### config.mk
export PLATFORM = sky130hd
export DESIGN_NAME = wsrq_ctrl
export DESIGN_NICKNAME = d
export VERILOG_FILES = /design/src/rtl/wsrq_pkg.sv /design/src/rtl/wsrq_ctrl.sv
export SDC_FILE = /design/constraint.sdc
export NUM_CORES = 1
export LEC_CHECK = 0
export ABC_AREA = 1
export BUFFER_PORTS_ARGS = -buffer_cell sky130_fd_sc_hd__buf_4
export CAP_MARGIN = 20
export CORE_MARGIN = 3
export CORE_UTILIZATION = 45
export DETAILED_ROUTE_END_ITERATION = 8
export GPL_TIMING_DRIVEN = 0
export HOLD_SLACK_MARGIN = 0.15
export PLACE_DENSITY = 0.78
export SYNTH_ARGS = -nofsm -noshare
export SYNTH_HDL_FRONTEND = slang
export SYNTH_SLANG_ARGS = --single-unit
### constraint.sdc
create_clock -name clk -period 2.6 [get_ports clk]
set_input_delay 0.26 -clock clk [delete_from_list [all_inputs] [get_ports clk]]
set_output_delay 0.26 -clock clk [all_outputs]
set_load 0.01 [all_outputs]
### src/rtl/wsrq_pkg.sv
// shared types, codes and defaults for the work stealing run queues
package wsrq_pkg;

  localparam int MAX_CPUS_DEF    = 8;
  localparam int QUEUE_DEPTH_DEF = 64;
  localparam int TASK_BITS_DEF   = 16;
  localparam int NODE_BITS_DEF   = 2;

  // configuration register indexes
  localparam logic [1:0] REG_ACTIVE_CPUS = 2'd0;
  localparam logic [1:0] REG_STEAL_MIN   = 2'd1;
  localparam logic [1:0] REG_STEAL_MAX   = 2'd2;
  localparam logic [1:0] REG_NODE_MAP    = 2'd3;

  typedef enum logic [1:0] {
    OP_ENQUEUE = 2'd0,
    OP_DEQUEUE = 2'd1,
    OP_PEEK    = 2'd2,
    OP_STEAL   = 2'd3
  } op_t;

  typedef enum logic [1:0] {
    ST_OK     = 2'd0,
    ST_FULL   = 2'd1,
    ST_EMPTY  = 2'd2,
    ST_BADCPU = 2'd3
  } status_t;

  // controller to datapath
  typedef struct packed {
    logic    latch;
    logic    set_status;
    status_t status_code;
    logic    push_tid;
    logic    take_head;
    logic    pop_c;
    logic    rd_vic;
    logic    pop_v;
    logic    scan_init;
    logic    scan_pass;
    logic    scan_step;
    logic    grab;
    logic    move;
  } dp_cmd_t;

  // datapath to controller
  typedef struct packed {
    op_t  op;
    logic bad;
    logic full;
    logic empty;
    logic pass;
    logic scan_end;
    logic eligible;
    logic last;
  } dp_stat_t;

endpackage

### src/rtl/wsrq_ctrl.sv
// controller state machine sequencing each operation
module wsrq_ctrl import wsrq_pkg::*; (
  input  logic     clk,
  input  logic     rst,
  input  logic     in_valid,
  output logic     in_stall,
  output logic     out_valid,
  input  logic     out_stall,
  input  dp_stat_t stat,
  output dp_cmd_t  cmd
);

  typedef enum logic [6:0] {
    S_IDLE   = 7'b0000001,
    S_DECODE = 7'b0000010,
    S_RD     = 7'b0000100,
    S_SCAN   = 7'b0001000,
    S_MRD    = 7'b0010000,
    S_MWR    = 7'b0100000,
    S_DONE   = 7'b1000000
  } state_t;

  state_t state, state_next;

  always_ff @(posedge clk) begin
    if (rst) state <= S_IDLE;
    else     state <= state_next;
  end

  assign in_stall  = state != S_IDLE;
  assign out_valid = state == S_DONE;

  // next state and datapath commands
  always_comb begin
    state_next = state;
    cmd        = '0;
    cmd.status_code = ST_OK;
    case (state)
      S_IDLE: begin
        if (in_valid) begin
          cmd.latch  = 1'b1;
          state_next = S_DECODE;
        end
      end
      S_DECODE: begin
        if (stat.bad) begin
          cmd.set_status  = 1'b1;
          cmd.status_code = ST_BADCPU;
          state_next      = S_DONE;
        end else begin
          case (stat.op)
            OP_ENQUEUE: begin
              if (stat.full) begin
                cmd.set_status  = 1'b1;
                cmd.status_code = ST_FULL;
              end else begin
                cmd.push_tid = 1'b1;
              end
              state_next = S_DONE;
            end
            OP_DEQUEUE, OP_PEEK: begin
              if (stat.empty) begin
                cmd.set_status  = 1'b1;
                cmd.status_code = ST_EMPTY;
                state_next      = S_DONE;
              end else begin
                state_next = S_RD;
              end
            end
            default: begin
              cmd.scan_init = 1'b1;
              state_next    = S_SCAN;
            end
          endcase
        end
      end
      S_RD: begin
        cmd.take_head = 1'b1;
        cmd.pop_c     = stat.op == OP_DEQUEUE;
        state_next    = S_DONE;
      end
      S_SCAN: begin
        if (stat.scan_end) begin
          if (!stat.pass) begin
            cmd.scan_pass = 1'b1;
          end else begin
            cmd.set_status  = 1'b1;
            cmd.status_code = ST_EMPTY;
            state_next      = S_DONE;
          end
        end else if (stat.eligible) begin
          cmd.grab   = 1'b1;
          state_next = S_MRD;
        end else begin
          cmd.scan_step = 1'b1;
        end
      end
      S_MRD: begin
        cmd.rd_vic = 1'b1;
        cmd.pop_v  = 1'b1;
        state_next = S_MWR;
      end
      S_MWR: begin
        cmd.move   = 1'b1;
        state_next = stat.last ? S_DONE : S_MRD;
      end
      S_DONE: begin
        if (!out_stall) state_next = S_IDLE;
      end
      default: state_next = S_IDLE;
    endcase
  end

  a_accept_decode: assert property (@(posedge clk) disable iff (rst)
    (in_valid && !in_stall) |=> state == S_DECODE)
    else $error("accepted item did not reach decode");

  a_result_idle: assert property (@(posedge clk) disable iff (rst)
    (out_valid && !out_stall) |=> state == S_IDLE)
    else $error("result transfer did not return to idle");

  a_move_loop: assert property (@(posedge clk) disable iff (rst)
    (state == S_MWR && !stat.last) |=> state == S_MRD)
    else $error("steal move ended early");

  a_rd_done: assert property (@(posedge clk) disable iff (rst)
    state == S_RD |=> state == S_DONE)
    else $error("head read did not finish");

endmodule
==> results by group <==
Placement
  – Input/output buffers: 28
  – Dpl hpwl: 1.43 mm
  – Final GP Congestion: 0.770

Final layout
  – Fillers: 123
  – Diodes inserted: 0
  – Fin util: 0.691
  – NumNets Final: 160
  – Area growth, synth to finish: 37.6%
  – Reg area: 140 sq um
  – Share of layout cells above drive strength 1: 0.359
  – Biggest regs: state: 7 flops
  – Top reg by flops: state
  – Multi-input combinational cell area: 433 sq um
  – Max reg flops: 7

Power and ir drop
  – Net switching power: 124 uW
  – Sequential fraction of design power: 0.336
  – Combinational share of power: 0.388
  – Leak: 0.000546 uW
  – Post-layout power: 356 uW
  – Sw frac: 0.347
  – PwrDens: 381 nW/um^2
  – P_int: 232 uW
  – Maximum vdd drop: 0.000228 V
  – Clock share of power: 0.275

Status
  – Status: complete, no violations

Clock tree
  – Reg clk slew, reported paths: 0.05 ns
  – Setup bufs post-CTS: 0
  – Total CTS buffers: 3
  – Worst skew pair latency: 0.25 ns
  – CTS tree: done
  – Post-cts hold buffer count: 0
  – Post-cts sizing count: 0
  – Clock Tree Root: clkbuf_4
  – Clk buf depth: 2
  – Num Clock Sinks: 7
  – H-tree Lvls: 1

Timing
  – Clock skew: 0.00566 ns
  – Slew Limit Fails: 0
  – Final min period: 1.77 ns
  – Final TNS setup: 0 ns
  – Fin. Hold Viols: 0
  – Setup Viol. Count Final: 0
  – Slew margin rel.: 0.771
  – Worst-Margin Slew: 0.341 ns
  – Max Freq: 0.565 GHz
  – RSZ-0062 raised after global routing: no
  – Period utilisation layout: 0.681

Floorplanning
  – FP Rows: 13
  – Ports: 29
  – Initial core utilization: 0.502
  – Die area: 2010 sq um
  – Chip width: 44.8 microns
  – Die H: 44.8 microns
  – Core Region: 1350 sq um

Logic synthesis
  – Synth Cell Area: 678 sq um
  – Synth top area cells: dfxtp_1, inv_1, nand2_1
  – Count leader, synth: inv_1
  – Top cell type by total area after synthesis: dfxtp_1
  – Mean Syn Cell Area: 6.17 sq um
  – Post-synth cell types: 21
  – Post-synthesis sequential area ratio: 0.207
  – Synth Instances: 110
  – Synth top area share: 0.207
  – Top cells by count, synth: inv_1, nand2_1, nor2_1
  – Post-Syn Nets: 127
  – Asr flop ratio synth: 0
  – Yosys warning count: 0
  – FF+latch count, synth: 7
  – Post-synth EDFFs: 0
  – Dominant synthesized flop cell: dfxtp_1

Route
  – Avg Vias per Cell: 4.95
  – Routed via count: 777
  – Drt total wl: 1.65 mm
  – First-pass detailed-route iteration total: 4
  – Initial drt markers: 15
  – Routed Antenna Nets: 0
  – DRC: 0
  – Wire per inst: 10.5 microns

Job
  – Max_cap viols: 0

Worst hold path
  – Hold Path Class: primary input to flip-flop

Critical path
  – Crit path launch type: flip-flop
  – Setup Crit Path Kind: flip-flop to primary output
  – Crit path max fanout: 7
  – Critical path arrival: 1.51 ns
  – WP data required: 2.34 ns
  – Endpoint type of the worst setup path: primary output

GRT
  – Congestion Overflow GR: 0
  – First-pass GRT wire length: 2.90 mm
  – Vias in the first global route: 739
  – Initial antenna violation count: 0
  – Largest net degree at the start of global routing: 8
  – Total track usage: 0.187
cells in the final DEF, fill, tap and decap left out, drive strengths merged:
cell type	synthesis	routed
a21oi	4	4
and2	1	1
buf	1	29
clkbuf	0	4
dfxtp	7	7
ha	4	4
inv	26	26
nand2	25	25
nand3	11	11
nand4	4	4
nor2	19	19
nor3	3	3
nor3b	1	1
o21ai	3	3
or2	1	1
critical path, cell delays in order (launching register included):
cell and delay (ns):
dfxtp_1 0.36, inv_1 0.10, nand3_1 0.12, nor2_4 0.21
o21ai_0 0.15, o21ai_0 0.17, buf_4 0.14
cell type report:
type,count,area share
Tap cell,15,0.0201
Sequential cell,7,0.150
Timing Repair Buffer,28,0.225
Multi-Input combinational cell,76,0.464
Clock buffer,4,0.0282
Inverter,26,0.105
Buffer,1,0.00804
worst paths after layout:
check            from  endpoint  slack (ns)  depth (start not counted)
max          state[5]   cmd[12]        0.83                          6
max reg2reg  state[0]  state[0]        1.31                          8
min               rst  state[6]        0.21                          2
min reg2reg  state[4]  state[5]        0.54                          2
power groups by stage:
stage,sequential (uW),combinational (uW),clock (uW)
4_1_cts,120,139,100
3_3_place_gp,120,136,0
5_1_grt,121,155,109
6_report,120,138,98.0
3_5_place_dp,122,139,0
2_1_floorplan,120,88.4,0
cell families (layout without fill, tap and decap cells):
kind of cell	count (synthesis)	in the layout	synth area share
adder cells (fa/ha/maj)	4	4	0.0738
buffers and inverters	27	59	0.155
AND/OR/NAND/NOR	65	65	0.491
AO/OA/AOI/OAI	7	7	0.0738
flip-flops	7	7	0.207
stage by stage:
stage                     worst slack (ns)  hold slack (ns)  area [sq um]  instances
after floorplan                       1.26            0.329           678        110
after global placement                1.14            0.467           907        153
after detailed placement              1.13            0.467           907        153
after CTS                            0.819            0.201           933        157
after global routing                 0.674            0.196           933        157
final                                0.830            0.207           933        157
routing by layer:
| layer | part of all wire | wire length (microns) | GRT usage |
|---|---|---|---|
| met2 | 0.52 | 867 | 0.344 |
| met1 | 0.41 | 670 | 0.215 |
| met4 | 0.0048 | 8 | 0.0351 |
| met3 | 0.065 | 107 | 0.0518 |
| met5 | 0 | 0 | 0 |
Note: power is estimated with default switching activity, not from simulation.
